--- src/dfr_pkg.sv ---
// Shared types, codes and the CRC-32 byte update of the packet deframer.
// No dependencies.
`default_nettype none

package dfr_pkg;

	localparam logic [1:0] KIND_PAYLOAD  = 2'd0;
	localparam logic [1:0] KIND_GOOD     = 2'd1;
	localparam logic [1:0] KIND_BAD_CRC  = 2'd2;
	localparam logic [1:0] KIND_BAD_SYNC = 2'd3;

	localparam logic [1:0] CFG_SYNC_FIRST  = 2'd0;
	localparam logic [1:0] CFG_SYNC_SECOND = 2'd1;
	localparam logic [1:0] CFG_SYNC_THIRD  = 2'd2;

	localparam logic [7:0] SYNC_FIRST_RST  = 8'hFF;
	localparam logic [7:0] SYNC_SECOND_RST = 8'hEE;
	localparam logic [7:0] SYNC_THIRD_RST  = 8'hDD;

	localparam logic [31:0] CRC_POLY = 32'hEDB88320;
	localparam logic [31:0] CRC_INIT = 32'hFFFFFFFF;

	typedef struct packed {
		logic        valid;
		logic [1:0]  kind;
		logic [7:0]  payload_byte;
		logic [7:0]  command_code;
		logic [15:0] payload_length;
	} dfr_result_t;

	// Reflected CRC-32, one byte, eight bit steps.
	function automatic logic [31:0] crc_feed(input logic [31:0] crc, input logic [7:0] b);
		logic [31:0] c;
		c = crc ^ {24'd0, b};
		for (int k = 0; k < 8; k++) begin
			c = c[0] ? ((c >> 1) ^ CRC_POLY) : (c >> 1);
		end
		return c;
	endfunction

endpackage

`default_nettype wire

--- src/dfr_in_reg.sv ---
// Input register of the deframer: holds one received byte until the parser takes it.
// Depends on nothing.
`default_nettype none

module dfr_in_reg (
	input  wire logic       clk,
	input  wire logic       arst_n,
	input  wire logic       s_tvalid,
	output logic            s_tready,
	input  wire logic [7:0] s_tdata,
	input  wire logic       advance,
	output logic            valid_s1,
	output logic [7:0]      byte_s1
);

	assign s_tready = !valid_s1 || advance;

	always_ff @(posedge clk or negedge arst_n) begin
		if (!arst_n) begin
			valid_s1 <= 1'b0;
		end else if (s_tvalid && s_tready) begin
			valid_s1 <= 1'b1;
		end else if (advance) begin
			valid_s1 <= 1'b0;
		end
	end

	always_ff @(posedge clk) begin
		if (s_tvalid && s_tready) begin
			byte_s1 <= s_tdata;
		end
	end

endmodule

`default_nettype wire

--- src/dfr_parser.sv ---
// Frame parser: sync hunt, header capture, payload CRC and frame check.
// Depends on dfr_pkg.
`default_nettype none

module dfr_parser (
	input  wire logic       clk,
	input  wire logic       arst_n,
	input  wire logic       cfg_we,
	input  wire logic [1:0] cfg_index,
	input  wire logic [7:0] cfg_data,
	input  wire logic       advance,
	input  wire logic [7:0] byte_s1,
	output dfr_pkg::dfr_result_t res
);
	import dfr_pkg::*;

	typedef enum logic [3:0] {
		PH_SYNC1   = 4'd0,
		PH_SYNC2   = 4'd1,
		PH_SYNC3   = 4'd2,
		PH_CMD     = 4'd3,
		PH_LEN_LO  = 4'd4,
		PH_LEN_HI  = 4'd5,
		PH_PAYLOAD = 4'd6,
		PH_CRC0    = 4'd7,
		PH_CRC1    = 4'd8,
		PH_CRC2    = 4'd9,
		PH_CRC3    = 4'd10
	} phase_t;

	phase_t      phase_q, phase_d;
	logic [7:0]  sync_first_q, sync_second_q, sync_third_q;
	logic [15:0] length_q, length_d;
	logic [15:0] count_q, count_d;
	logic [7:0]  cmd_q, cmd_d;
	logic [31:0] crc_q, crc_d;
	logic [23:0] crc_rx_q, crc_rx_d;
	logic [15:0] count_inc;
	logic [31:0] crc_next;

	assign count_inc = count_q + 16'd1;
	assign crc_next  = crc_feed(crc_q, byte_s1);

	always_comb begin
		phase_d  = phase_q;
		length_d = length_q;
		count_d  = count_q;
		cmd_d    = cmd_q;
		crc_d    = crc_q;
		crc_rx_d = crc_rx_q;
		res      = '0;
		case (phase_q)
			PH_SYNC2: begin
				if (byte_s1 == sync_second_q) begin
					phase_d = PH_SYNC3;
				end else begin
					phase_d   = PH_SYNC1;
					res.valid = 1'b1;
					res.kind  = KIND_BAD_SYNC;
				end
			end
			PH_SYNC3: begin
				if (byte_s1 == sync_third_q) begin
					phase_d = PH_CMD;
				end else begin
					phase_d   = PH_SYNC1;
					res.valid = 1'b1;
					res.kind  = KIND_BAD_SYNC;
				end
			end
			PH_CMD: begin
				cmd_d   = byte_s1;
				crc_d   = CRC_INIT;
				count_d = '0;
				phase_d = PH_LEN_LO;
			end
			PH_LEN_LO: begin
				length_d = {8'd0, byte_s1};
				phase_d  = PH_LEN_HI;
			end
			PH_LEN_HI: begin
				length_d = {byte_s1, length_q[7:0]};
				count_d  = '0;
				phase_d  = ({byte_s1, length_q[7:0]} == 16'd0) ? PH_CRC0 : PH_PAYLOAD;
			end
			PH_PAYLOAD: begin
				crc_d   = crc_next;
				count_d = count_inc;
				if (count_inc >= length_q) begin
					phase_d = PH_CRC0;
				end
				res.valid          = 1'b1;
				res.kind           = KIND_PAYLOAD;
				res.payload_byte   = byte_s1;
				res.command_code   = cmd_q;
				res.payload_length = length_q;
			end
			PH_CRC0: begin
				crc_rx_d = {16'd0, byte_s1};
				phase_d  = PH_CRC1;
			end
			PH_CRC1: begin
				crc_rx_d = {8'd0, byte_s1, crc_rx_q[7:0]};
				phase_d  = PH_CRC2;
			end
			PH_CRC2: begin
				crc_rx_d = {byte_s1, crc_rx_q[15:0]};
				phase_d  = PH_CRC3;
			end
			PH_CRC3: begin
				phase_d            = PH_SYNC1;
				res.valid          = 1'b1;
				res.kind           = ({byte_s1, crc_rx_q} == ~crc_q) ? KIND_GOOD : KIND_BAD_CRC;
				res.command_code   = cmd_q;
				res.payload_length = length_q;
			end
			default: begin
				// first sync byte, also any phase code without meaning
				if (byte_s1 == sync_first_q) begin
					phase_d = PH_SYNC2;
				end else begin
					phase_d   = PH_SYNC1;
					res.valid = 1'b1;
					res.kind  = KIND_BAD_SYNC;
				end
			end
		endcase
	end

	always_ff @(posedge clk or negedge arst_n) begin
		if (!arst_n) begin
			phase_q       <= PH_SYNC1;
			length_q      <= '0;
			count_q       <= '0;
			cmd_q         <= '0;
			crc_q         <= CRC_INIT;
			crc_rx_q      <= '0;
			sync_first_q  <= SYNC_FIRST_RST;
			sync_second_q <= SYNC_SECOND_RST;
			sync_third_q  <= SYNC_THIRD_RST;
		end else begin
			if (advance) begin
				phase_q  <= phase_d;
				length_q <= length_d;
				count_q  <= count_d;
				cmd_q    <= cmd_d;
				crc_q    <= crc_d;
				crc_rx_q <= crc_rx_d;
			end
			if (cfg_we) begin
				case (cfg_index)
					CFG_SYNC_FIRST:  sync_first_q  <= cfg_data;
					CFG_SYNC_SECOND: sync_second_q <= cfg_data;
					CFG_SYNC_THIRD:  sync_third_q  <= cfg_data;
					default: ;
				endcase
			end
		end
	end

endmodule

`default_nettype wire

--- src/dfr_out_reg.sv ---
// Result register of the deframer, drives the master-side stream.
// Depends on dfr_pkg.
`default_nettype none

module dfr_out_reg (
	input  wire logic        clk,
	input  wire logic        arst_n,
	input  wire logic        advance,
	input  wire dfr_pkg::dfr_result_t res,
	output logic             m_tvalid,
	input  wire logic        m_tready,
	output logic [31:0]      m_tdata,
	output logic [1:0]       m_tuser
);
	import dfr_pkg::*;

	logic        load;
	logic [31:0] data_s2;
	logic [1:0]  kind_s2;

	assign load = advance && res.valid;

	always_ff @(posedge clk or negedge arst_n) begin
		if (!arst_n) begin
			m_tvalid <= 1'b0;
		end else if (load) begin
			m_tvalid <= 1'b1;
		end else if (m_tready) begin
			m_tvalid <= 1'b0;
		end
	end

	always_ff @(posedge clk) begin
		if (load) begin
			data_s2 <= {res.payload_length, res.command_code, res.payload_byte};
			kind_s2 <= res.kind;
		end
	end

	assign m_tdata = data_s2;
	assign m_tuser = kind_s2;

endmodule

`default_nettype wire

--- src/sync_framed_packet_crc32_deframer_unit.sv ---
// Sync-word framed packet deframer with CRC-32 payload check.
// Depends on dfr_pkg, dfr_in_reg, dfr_parser, dfr_out_reg.
//
// Takes one received byte per transfer and sustains one byte per clock while the
// result side does not stall. An accepted byte is held in the input register; the
// byte-wide CRC-32 update and the frame state machine then act on it, and any
// result is loaded into the result register once that register is free. Payload
// bytes come out as kind 0, the last CRC byte gives kind 1 (good) or 2 (CRC
// mismatch), and a wrong sync byte gives kind 3 and restarts the hunt. Header and
// the first three CRC bytes give no result. Sync bytes are to be written through
// the config port only while idle; the block itself does not enforce this.
`default_nettype none

module sync_framed_packet_crc32_deframer_unit (
	input  wire logic        clk,
	input  wire logic        arst_n,
	input  wire logic        cfg_we,
	input  wire logic [1:0]  cfg_index,
	input  wire logic [7:0]  cfg_data,
	input  wire logic        s_tvalid,
	output logic             s_tready,
	input  wire logic [7:0]  s_tdata,   // [7:0] rx_byte
	output logic             m_tvalid,
	input  wire logic        m_tready,
	output logic [31:0]      m_tdata,   // [7:0] payload_byte, [15:8] command_code,
	                                    // [31:16] payload_length
	output logic [1:0]       m_tuser    // [1:0] result_kind
);
	import dfr_pkg::*;

	logic        valid_s1;
	logic [7:0]  byte_s1;
	logic        advance;
	dfr_result_t res;

	// parser moves when a byte is held and the result register is free
	assign advance = valid_s1 && (!m_tvalid || m_tready);

	dfr_in_reg u_in (
		.clk      (clk),
		.arst_n   (arst_n),
		.s_tvalid (s_tvalid),
		.s_tready (s_tready),
		.s_tdata  (s_tdata),
		.advance  (advance),
		.valid_s1 (valid_s1),
		.byte_s1  (byte_s1)
	);

	dfr_parser u_parser (
		.clk       (clk),
		.arst_n    (arst_n),
		.cfg_we    (cfg_we),
		.cfg_index (cfg_index),
		.cfg_data  (cfg_data),
		.advance   (advance),
		.byte_s1   (byte_s1),
		.res       (res)
	);

	dfr_out_reg u_out (
		.clk      (clk),
		.arst_n   (arst_n),
		.advance  (advance),
		.res      (res),
		.m_tvalid (m_tvalid),
		.m_tready (m_tready),
		.m_tdata  (m_tdata),
		.m_tuser  (m_tuser)
	);

endmodule

`default_nettype wire

--- config.mk ---
export PLATFORM = sky130hd
export DESIGN_NAME = sync_framed_packet_crc32_deframer_unit
export DESIGN_NICKNAME = d
export VERILOG_FILES = /design/src/dfr_pkg.sv /design/src/dfr_in_reg.sv /design/src/dfr_parser.sv /design/src/dfr_out_reg.sv /design/src/sync_framed_packet_crc32_deframer_unit.sv
export SDC_FILE = /design/constraint.sdc
export NUM_CORES = 1
export LEC_CHECK = 0
export BUFFER_PORTS_ARGS = -buffer_cell sky130_fd_sc_hd__buf_2
export CAP_MARGIN = 0
export CORE_AREA = 2 2 155 157
export CTS_CLUSTER_SIZE = 28
export DETAILED_ROUTE_END_ITERATION = 8
export DIE_AREA = 0 0 157 159
export PLACE_DENSITY = 0.63
export REMOVE_ABC_BUFFERS = 1
export SYNTH_ARGS = -nofsm -noshare
export SYNTH_HDL_FRONTEND = slang
export SYNTH_HIERARCHICAL = 1
export SYNTH_SLANG_ARGS = --single-unit
--- constraint.sdc ---
create_clock -name clk -period 6.8 [get_ports clk]
set_clock_uncertainty 0.1 [all_clocks]
set_input_delay 2.04 -clock clk [delete_from_list [all_inputs] [get_ports clk]]
set_output_delay 2.04 -clock clk [all_outputs]
set_load 0.1 [all_outputs]
# After elaboration in Yosys (flattened, before gate mapping)
# Cells that the tools add are included.
# Widths: inputs -> output; s select.
[classes]
add_sub_neg = 1
mul = 0
n_div = 0
n_lt_le_gt_ge = 1
n_eq_ne = 17
shifts = 0
n_mux = 27
bitwise_logic = 13
n_reduce_logical = 31
[ops]
columns = ["operator", "n"]
rows = [
  ["$mux 32", 8],
  ["$not 13->14", 8],
  ["$pmux 24 s3", 1],
  ["$pmux 16 s2", 2],
  ["$pmux 32 s2", 1],
  ["$pmux 4 s10", 1],
  ["$eq 32x32->1", 1],
  ["$not 32->32", 1],
  ["$xor 32x8->32", 1],
  ["$eq 8x8->1", 3],
  ["$reduce_and 2->1", 9],
  ["$add 16x1->16 const B", 1],
  ["$eq 4x3->1 const B", 4],
  ["$ge 16x16->1", 1],
  ["$logic_not 16->1", 1],
  ["$pmux 3 s5", 1],
  ["$eq 4x4->1 const B", 3],
  ["$reduce_bool 2->1", 6],
  ["$mux 3", 3],
  ["$eq 4x2->1 const B", 2],
  ["$mux 1", 6],
  ["$mux 2", 3],
  ["$reduce_and 3->1", 2],
  ["$reduce_or 6->1", 1],
  ["13 further kinds", 20],
]
[word_totals]
regBits = 168
latch_bits = 0
ram_bits = 0
mem_bits_ro = 0
in_bits = 23
output_inout_bits = 36
wordCells = 108
mem_count = 0

# Depth between registers and ports, before layout
# Gate-level depths: netlist of run 1.
[logic_depth]
word_depth = 18
mapped_depth = 13
depth_no_buf = 13

# Cells and area by module
# Netlist of run 1, hierarchy kept.
[modules_own_cells]
columns = ["module", "instances", "cells_per_inst", "area_each_um2", "seq_area_each_um2"]
rows = [
  ["dfr_parser", 1, 714, 7136.8, 3168.0],
  ["dfr_out_reg", 1, 38, 1066.0, 1046.0],
  ["dfr_in_reg", 1, 12, 294.0, 265.3],
  ["sync_framed_packet_crc32_deframer_unit", 1, 2, 11.3, 0.0],
]

# Worst setup path after synthesis of run 1
# Ideal clock, no wire load.
[synth_timing]
path_kind = "input-to-output"
start = "input port m_tready"
end = "output port s_tready"
arrival_ns = 2.769
required_ns = 4.660
setup_slack_ns = 1.891
cell_stages = 3
path_cell_list = "inv_1 -> a21boi_1 -> nand2b_4"
[synth_via]
elab_chain_cells = 3
[synth_rtl]
columns = ["element", "line", "text"]
rows = [
  ["from (decl)", "sync_framed_packet_crc32_deframer_unit.sv:24", "input wire logic m_tready,"],
  ["$logic_or 1x1->1", "sync_framed_packet_crc32_deframer_unit.sv:37", "assign advance = valid_s1 && (!m_tvalid || m_tready);"],
  ["$logic_and 1x1->1", "sync_framed_packet_crc32_deframer_unit.sv:37", ""],
  ["net advance", "sync_framed_packet_crc32_deframer_unit.sv:33", "logic advance;"],
  ["$logic_or 1x1->1", "dfr_in_reg.sv:16", "assign s_tready = !valid_s1 || advance;"],
  ["to (decl)", "sync_framed_packet_crc32_deframer_unit.sv:21", "output logic s_tready,"],
]
# The timed path passes the listed nets, and every way through them passes these cells.

# Worst setup path in the final report of run 1
# Same ends and word-level chain as after synthesis.

==> results of run 1 <==
==> sequential cells by signal, summed over array words and instances (netlist names) <==
| signal | flops |
|---|---|
| u_out/m_tdata | 32 |
| u_parser/crc_q | 32 |
| u_parser/crc_rx_q | 24 |
| u_parser/count_q | 16 |
| u_parser/length_q | 16 |
| u_in/byte_s1 | 8 |
| u_parser/cmd_q | 8 |
| u_parser/sync_first_q | 8 |
| u_parser/sync_second_q | 8 |
| u_parser/sync_third_q | 8 |
| u_parser/phase_q | 4 |
| u_out/m_tuser | 2 |
| u_in/valid_s1 | 1 |
| u_out/m_tvalid | 1 |
==> cell usage in the layout, fill, tap and decap left out, drive strengths merged, types with 2 or more instances in the layout <==
cell type	count
a211o	2
a21boi	2
a21o	4
a21oi	44
a22o	15
and2	35
and3	2
buf	68
bufinv	2
clkbuf	20
clkinv	6
clkinvlp	3
dfrtp	74
dfstp	52
edfxtp	42
ha	17
inv	23
mux2	35
nand2	68
nand2b	8
nand3	13
nand3b	3
nand4	15
nor2	55
nor3b	2
nor4	13
o21ai	50
o31ai	4
or2	3
xnor2	76
xor2	65
==> layout make-up <==
cell class                      count  area (um2)
Fill cell                        2207       13500
Sequential cell                   168        4480
Multi-Input combinational cell    543        3820
Clock buffer                       20         437
Tap cell                          319         399
Timing Repair Buffer               68         368
Clock inverter                     11         108
Inverter                           23        86.3
==> metrics by stage <==
step	cell area [um2]	setup slack, ns	util (%)	cells
after global placement	9160	1.39	39.5	1121
after floorplan	8390	1.89	-	734
final	9700	1.37	41.8	1152
after CTS	9700	1.36	41.8	1152
after detailed placement	9160	1.36	39.5	1121
after global routing	9700	1.31	41.8	1152
==> worst reg2reg max path: cells and delay by family, from the launching register on <==
family	cells	cell delay, ns
simple gates	6	1.70
compound gates	3	0.71
flops	1	0.44
mux	1	0.35
fa+ha+maj	1	0.32
xor+xnor	1	0.15
==> Yosys cell counts, types with 2 or more instances <==
master    number  share of area [%]
mux2_2        33                4.4
a21o_1         4               0.35
edfxtp_1      42                 15
xnor2_2        7                1.3
dfrtp_1       74                 22
ha_1          17                2.5
and2_1        33                2.4
nor2_1        55                2.4
nor4_1        13               0.96
and2_4         2               0.21
xnor2_4        4                1.3
nand2b_1       7               0.51
xor2_1        65                6.7
nand2_1       68                3.0
nand3b_1       3               0.26
a22o_1        15                1.5
o21ai_1       30                1.8
mux2_1         2               0.26
dfstp_2       52                 16
o21ai_0       20                1.2
xnor2_1       65                6.7
and3_1         2               0.15
or2_1          3               0.22
a21boi_1       2               0.18
clkbuf_1      31                1.4
nor3b_1        2               0.18
nand3_1       13               0.76
nand4_1       15                1.1
a211o_1        2               0.21
inv_1         22               0.97
o31ai_1        4               0.35
a21oi_1       44                2.6
==> cells by family after synthesis <==
family,Yosys count,synth area share [%]
xor+xnor,142,16.3
mux,35,4.63
buf+inv,55,2.44
flops,168,52.6
simple gates,220,12.6
fa+ha+maj,17,2.50
compound gates,129,8.91
==> worst paths after layout <==
check | depth (start not counted) | slack (ns) | end
max in group asynchronous | 2 | 3.70 | u_parser/length_q[6]
hold reg to reg | 1 | 0.40 | u_parser/cmd_q[0]
min in group asynchronous | 1 | 1.65 | u_parser/cmd_q[2]
setup / recovery | 5 | 1.37 | s_tready
hold / removal | 1 | 0.40 | u_parser/cmd_q[0]
setup reg to reg | 12 | 2.90 | u_parser/phase_q[0]
==> routing by layer <==
layer	vias to the layer above	GRT usage [%]	wire length, um	part of all wire, %
li1	2732	-	-	-
met1	2821	23.5	9320	49
met2	100	24.7	8900	47
met3	12	3.65	636	3.3
met4	0	3.54	156	0.82
met5	-	0	0	0
==> results summary, run 1 <==
The number of gates resized after CTS is 0. The largest single stage delay on the critical path is 0.47 ns. The kind of cell adding the most delay to the critical path is buffers and inverters. The routed length per placed instance came out at 16.5 um. The critical path is of the in -> out type. The reported max-cap violation count came out at 0.

The share of the Yosys chip area taken by registers is 52.6%. The aggregate negative setup slack came out at 0 ns. The clock net sink count is 168. The worst hold-check slack came out at 0.402 ns. The number of pins with negative max-slew slack in the final report was 0. The number of synthesized register bits came out at approximately 170. The post-synthesis instance total is approximately 770. In this run the most critical hold path is launched from u_parser/cmd_q[0].

The pin count of the biggest net entering global routing came out at 75. Based on the critical path, the design can be clocked at up to 0.184 GHz. The clock latency at the later pin of the worst-skew pair came out at 0.43 ns. The tightest min-delay check is of the reg -> reg type.

The clock-pin transition on the worst setup and hold timing paths came out at 0.06 ns. The number of DRC markers in iteration 0 came out at around 450. 59 I/O pins were placed. The starting density of the core is between 30% and 40%. The via count of the first global-routing pass is 5701. The tree is rooted in a clkbuf_16. The first global-routing pass estimated between 30 and 40 mm of wire. The initial antenna violation count came out at 0.

Walking the worst path, the cells encountered are buf_2 > inv_1 > a21boi_1 > nand2b_4 > buf_2. The Yosys step of the flow raised 6 warnings. The area added between synthesis and finish is 14.0%. The congestion estimate from routability-driven global placement came to 0.821. The count of port buffers added during placement came out at 58. The maximum root-to-sink buffer count came out at 2. The final wirelength came out at 19.0 mm.

The actual transition at the worst max-transition pin is 1.09 ns. The global route total overflow is 0. The summed instance area of the synthesized netlist came out at 0.00851 mm2. The share of synthesized registers carrying an async set or reset is about 75%. In this run, synthesis inferred 42 flip-flops with an integrated enable. The synthesized area per cell came out at 11.1 um2.

The number of detailed-route iterations in the first pass is 5. The kind of launch point of the worst setup path is an input port. Among the stages of the critical path, the cell type that occurs most often is buf_2. The H-tree generated during clock tree synthesis spans 4 levels.

The startpoint identified for the worst register-to-register timing path is u_parser/count_q[2]. In this run the post-CTS setup repair buffer count came out at 0. The total vias in the final route came out at 5665. The minimum period implied by the final worst setup slack came out at roughly 5.4 ns.

The number of antenna repair diodes came out at 0. The horizontal die dimension is about 160 um. STA classifies the critical path endpoint as a primary output. The total number of placement rows is 56. The DRC violations left came out at 0. The final setup violation count came out at 0.

The run finished with clean final reports. The worst max-slew margin expressed relative to the limit came out at 26.8%. The largest driver fanout on the critical path is 7. The final clock period utilization by the worst path is 79.9%. The ratio of routed vias to standard cells came out at roughly 5.

The placed wire-length estimate is 12.8 mm. The fraction of final layout cells with drive strength greater than 1 is a little under a quarter. The total count of hold-check failures in the final report is 0.

The largest individual stage delay along the critical path comes from the cell a21boi_1. The number of hold buffers added after CTS is 0. The floorplan step defined a die boundary enclosing ~0.025 mm2. The data arrival time at the worst-slack endpoint came out at 3.29 ns.

The height of the die is around 160 um. TritonCTS built the clock tree. In this run the remaining antenna-violating nets after routing total 0. The buffer and inverter count on the worst path came out at 3. The data required time of the worst path is 4.66 ns. The TritonCTS buffer count is 17. The core region is around 0.023 mm2. The net count reported at finish came out at about 860.

The distinct cell type count of the synthesized netlist is 47. Setup repair after global routing left no endpoint under its margin. In this run the worst setup path begins at m_tready. The prevailing post-synth register cell is dfrtp_1. Across every metal layer, demand over resource in global routing totals 16.1%.
Power of run 1 is not shown: default switching activity piles up to over one toggle a cycle in this logic, so the estimate is an artifact.
==> inputs of run 2 (changes only) <==
Clock period 6.8 ns to 5.6 ns, I/O delays scaled along.
==> results summary, run 2 (synthesized netlist as in run 1, its figures left out) <==
The worst setup path is launched from an input port. Along the worst path, the maximum fanout reaches 7. Buffers inserted during clock tree synthesis total 17.

The final wirelength came out at 19.1 mm. The reported max-cap violation count came out at 0. The area taken by multi-input logic gates came out at 0.00382 mm2. The clock tree synthesis step divided the H-tree into 4 levels. The minimum setup slack among reg-to-reg paths is 1.75 ns.

The net count reported at finish is 864. Counting the fill cells in the layout gives 2179. The area added between synthesis and finish came out at 14.7%. The via count of the first global-routing pass came out at around 5.6k. The worst hold path terminates at u_parser/cmd_q[5]. The total number of placement rows came out at 56. The worst path uses 84.4% of the clock period.

The boundary pin count came out at 59. The depth of the worst register-to-register path is 12. The count of port buffers added during placement is 58. The number of antenna diodes in the final layout is 0.

For this configuration, the core starts out at a cell density of 36.7%. The first global-routing pass estimated 31.0 mm of wire. The height of the die came out at 159 um. The DRC violations left is 0. In the layout the commonest cells are dfrtp_1, nand2_1, xnor2_1, xor2_1, buf_2. The worst max-slew margin expressed relative to the limit came out at 30.2%. The number of stages on the worst hold path came out at 1. The actual transition at the worst max-transition pin came out at 1.04 ns.

The total vias in the final route came out at 5664. The horizontal die dimension came out at 157 um. The run finished with clean final reports.

The initial antenna violation count came to 0. The number of DRC markers in iteration 0 is 373. The data required time of the worst path came out at 3.82 ns. The fraction of final layout cells with drive strength greater than 1 came out at between 20 and 25%. The total count of hold-check failures in the final report was 0.

Clock-pin slew was measured on the worst setup and hold paths at 0.07 ns. The cell sitting at the root of the clock tree is a clkbuf_16. For the worst setup path, the data arrival time is roughly 3.0 ns.

The area enclosed by the die boundary is 0.0250 mm2. The pin count of the biggest net entering global routing came out at 70. The global route total overflow came out at 0. The worst flop-to-flop path startpoint is u_parser/count_q[2]. The number of buffers inserted to repair setup after CTS is 0. The number of pins with negative max-slew slack in the final report is 0. Global routing used 16.0% of the available tracks. The aggregate negative setup slack is 0 ns.

The setup path with the least slack is of type in -> out. The total area of sequential cells is roughly 0.0045 mm2. Post-CTS repair changed the size of 0 cells. For the worst-skew pair, the clock arrives at the later sink with an insertion delay of 0.43 ns. The min-delay analysis places its worst path in the category reg -> reg. The ratio of routed vias to standard cells came out at 4.90. The weighted congestion reported at the end of routability-driven placement came out at 0.829. The core region is between 0.02 and 0.025 mm2. The final setup violation count is 0. The clock net sink count came out at around 170. STA classifies the critical path endpoint as a primary output.

TritonCTS built the clock tree. In this run the most critical hold path is launched from u_parser/cmd_q[5]. The endpoint identified for the worst register-to-register timing path is u_parser/phase_q[1]. The number of hold buffers added after CTS came out at 0. For this run, the top clock speed supported by timing is 0.212 GHz. Setup repair after global routing left no endpoint under its margin. The routed length per placed instance came out at 16.5 um. The count of nets left with antenna violations once routing finished came out at 0. The minimum period implied by the final worst setup slack is about 4.7 ns. The placed wire-length estimate is 12.9 mm. The first detailed-routing pass ran for 5 iterations. Leaving out fill and tap cells, the most frequent cell in the layout is dfrtp_1. The maximum root-to-sink buffer count came out at 2.
run 2: changes by cell type in the layout (fill, tap and decap cells not counted), sizes merged:
cell      before  now
buf           68   71
inv           23   28
clkinv         6    2
clkbuf        20   24
clkinvlp       3    0
bufinv         2    1
run 2: per-stage QoR:
step | utilization (%) | hold slack [ns] | worst slack, ns | instances | area (um2)
final | 42.1 | 0.398 | 0.873 | 1156 | 9760
after global routing | 42.1 | 0.413 | 0.816 | 1156 | 9760
after CTS | 42.1 | 0.401 | 0.863 | 1156 | 9760
after detailed placement | 39.6 | 0.386 | 0.864 | 1124 | 9180
after global placement | 39.6 | 0.383 | 0.907 | 1124 | 9180
after floorplan | - | 0.369 | 1.41 | 734 | 8390
run 2: worst max path at each step:
stage | startpoint | endpoint | slack (ns) | cells past startpoint
2_1_floorplan | m_tready | s_tready | 1.41 | 3
3_3_place_gp | m_tready | s_tready | 0.91 | 5
3_5_place_dp | m_tready | s_tready | 0.86 | 5
4_1_cts | m_tready | s_tready | 0.86 | 5
5_1_grt | m_tready | s_tready | 0.82 | 5
6_report | m_tready | s_tready | 0.87 | 5
run 2: per-layer routing:
layer / track usage [%] / routed length, um / vias to the layer above
li1: - / - / 2745
met1: 22.9 / 9260 / 2792
met2: 24.0 / 8710 / 99
met3: 3.16 / 695 / 28
met4: 6.13 / 456 / 0
met5: 0 / 0 / -
run 2: area by class of cell:
class	count	area share, %
well taps	319	4.09
flip-flops and latches	168	45.9
repair buffers	71	4.00
clock buffers	24	5.15
multi-input cells	543	39.2
clock inverters	8	0.833
inverters	23	0.884
run 2: critical path, cell delays in order:
cell and delay, ns:
buf_2 0.08, inv_1 0.03, a21boi_1 0.48, nand2b_4 0.25
buf_2 0.42
Power of run 2 is left out for the same reason.
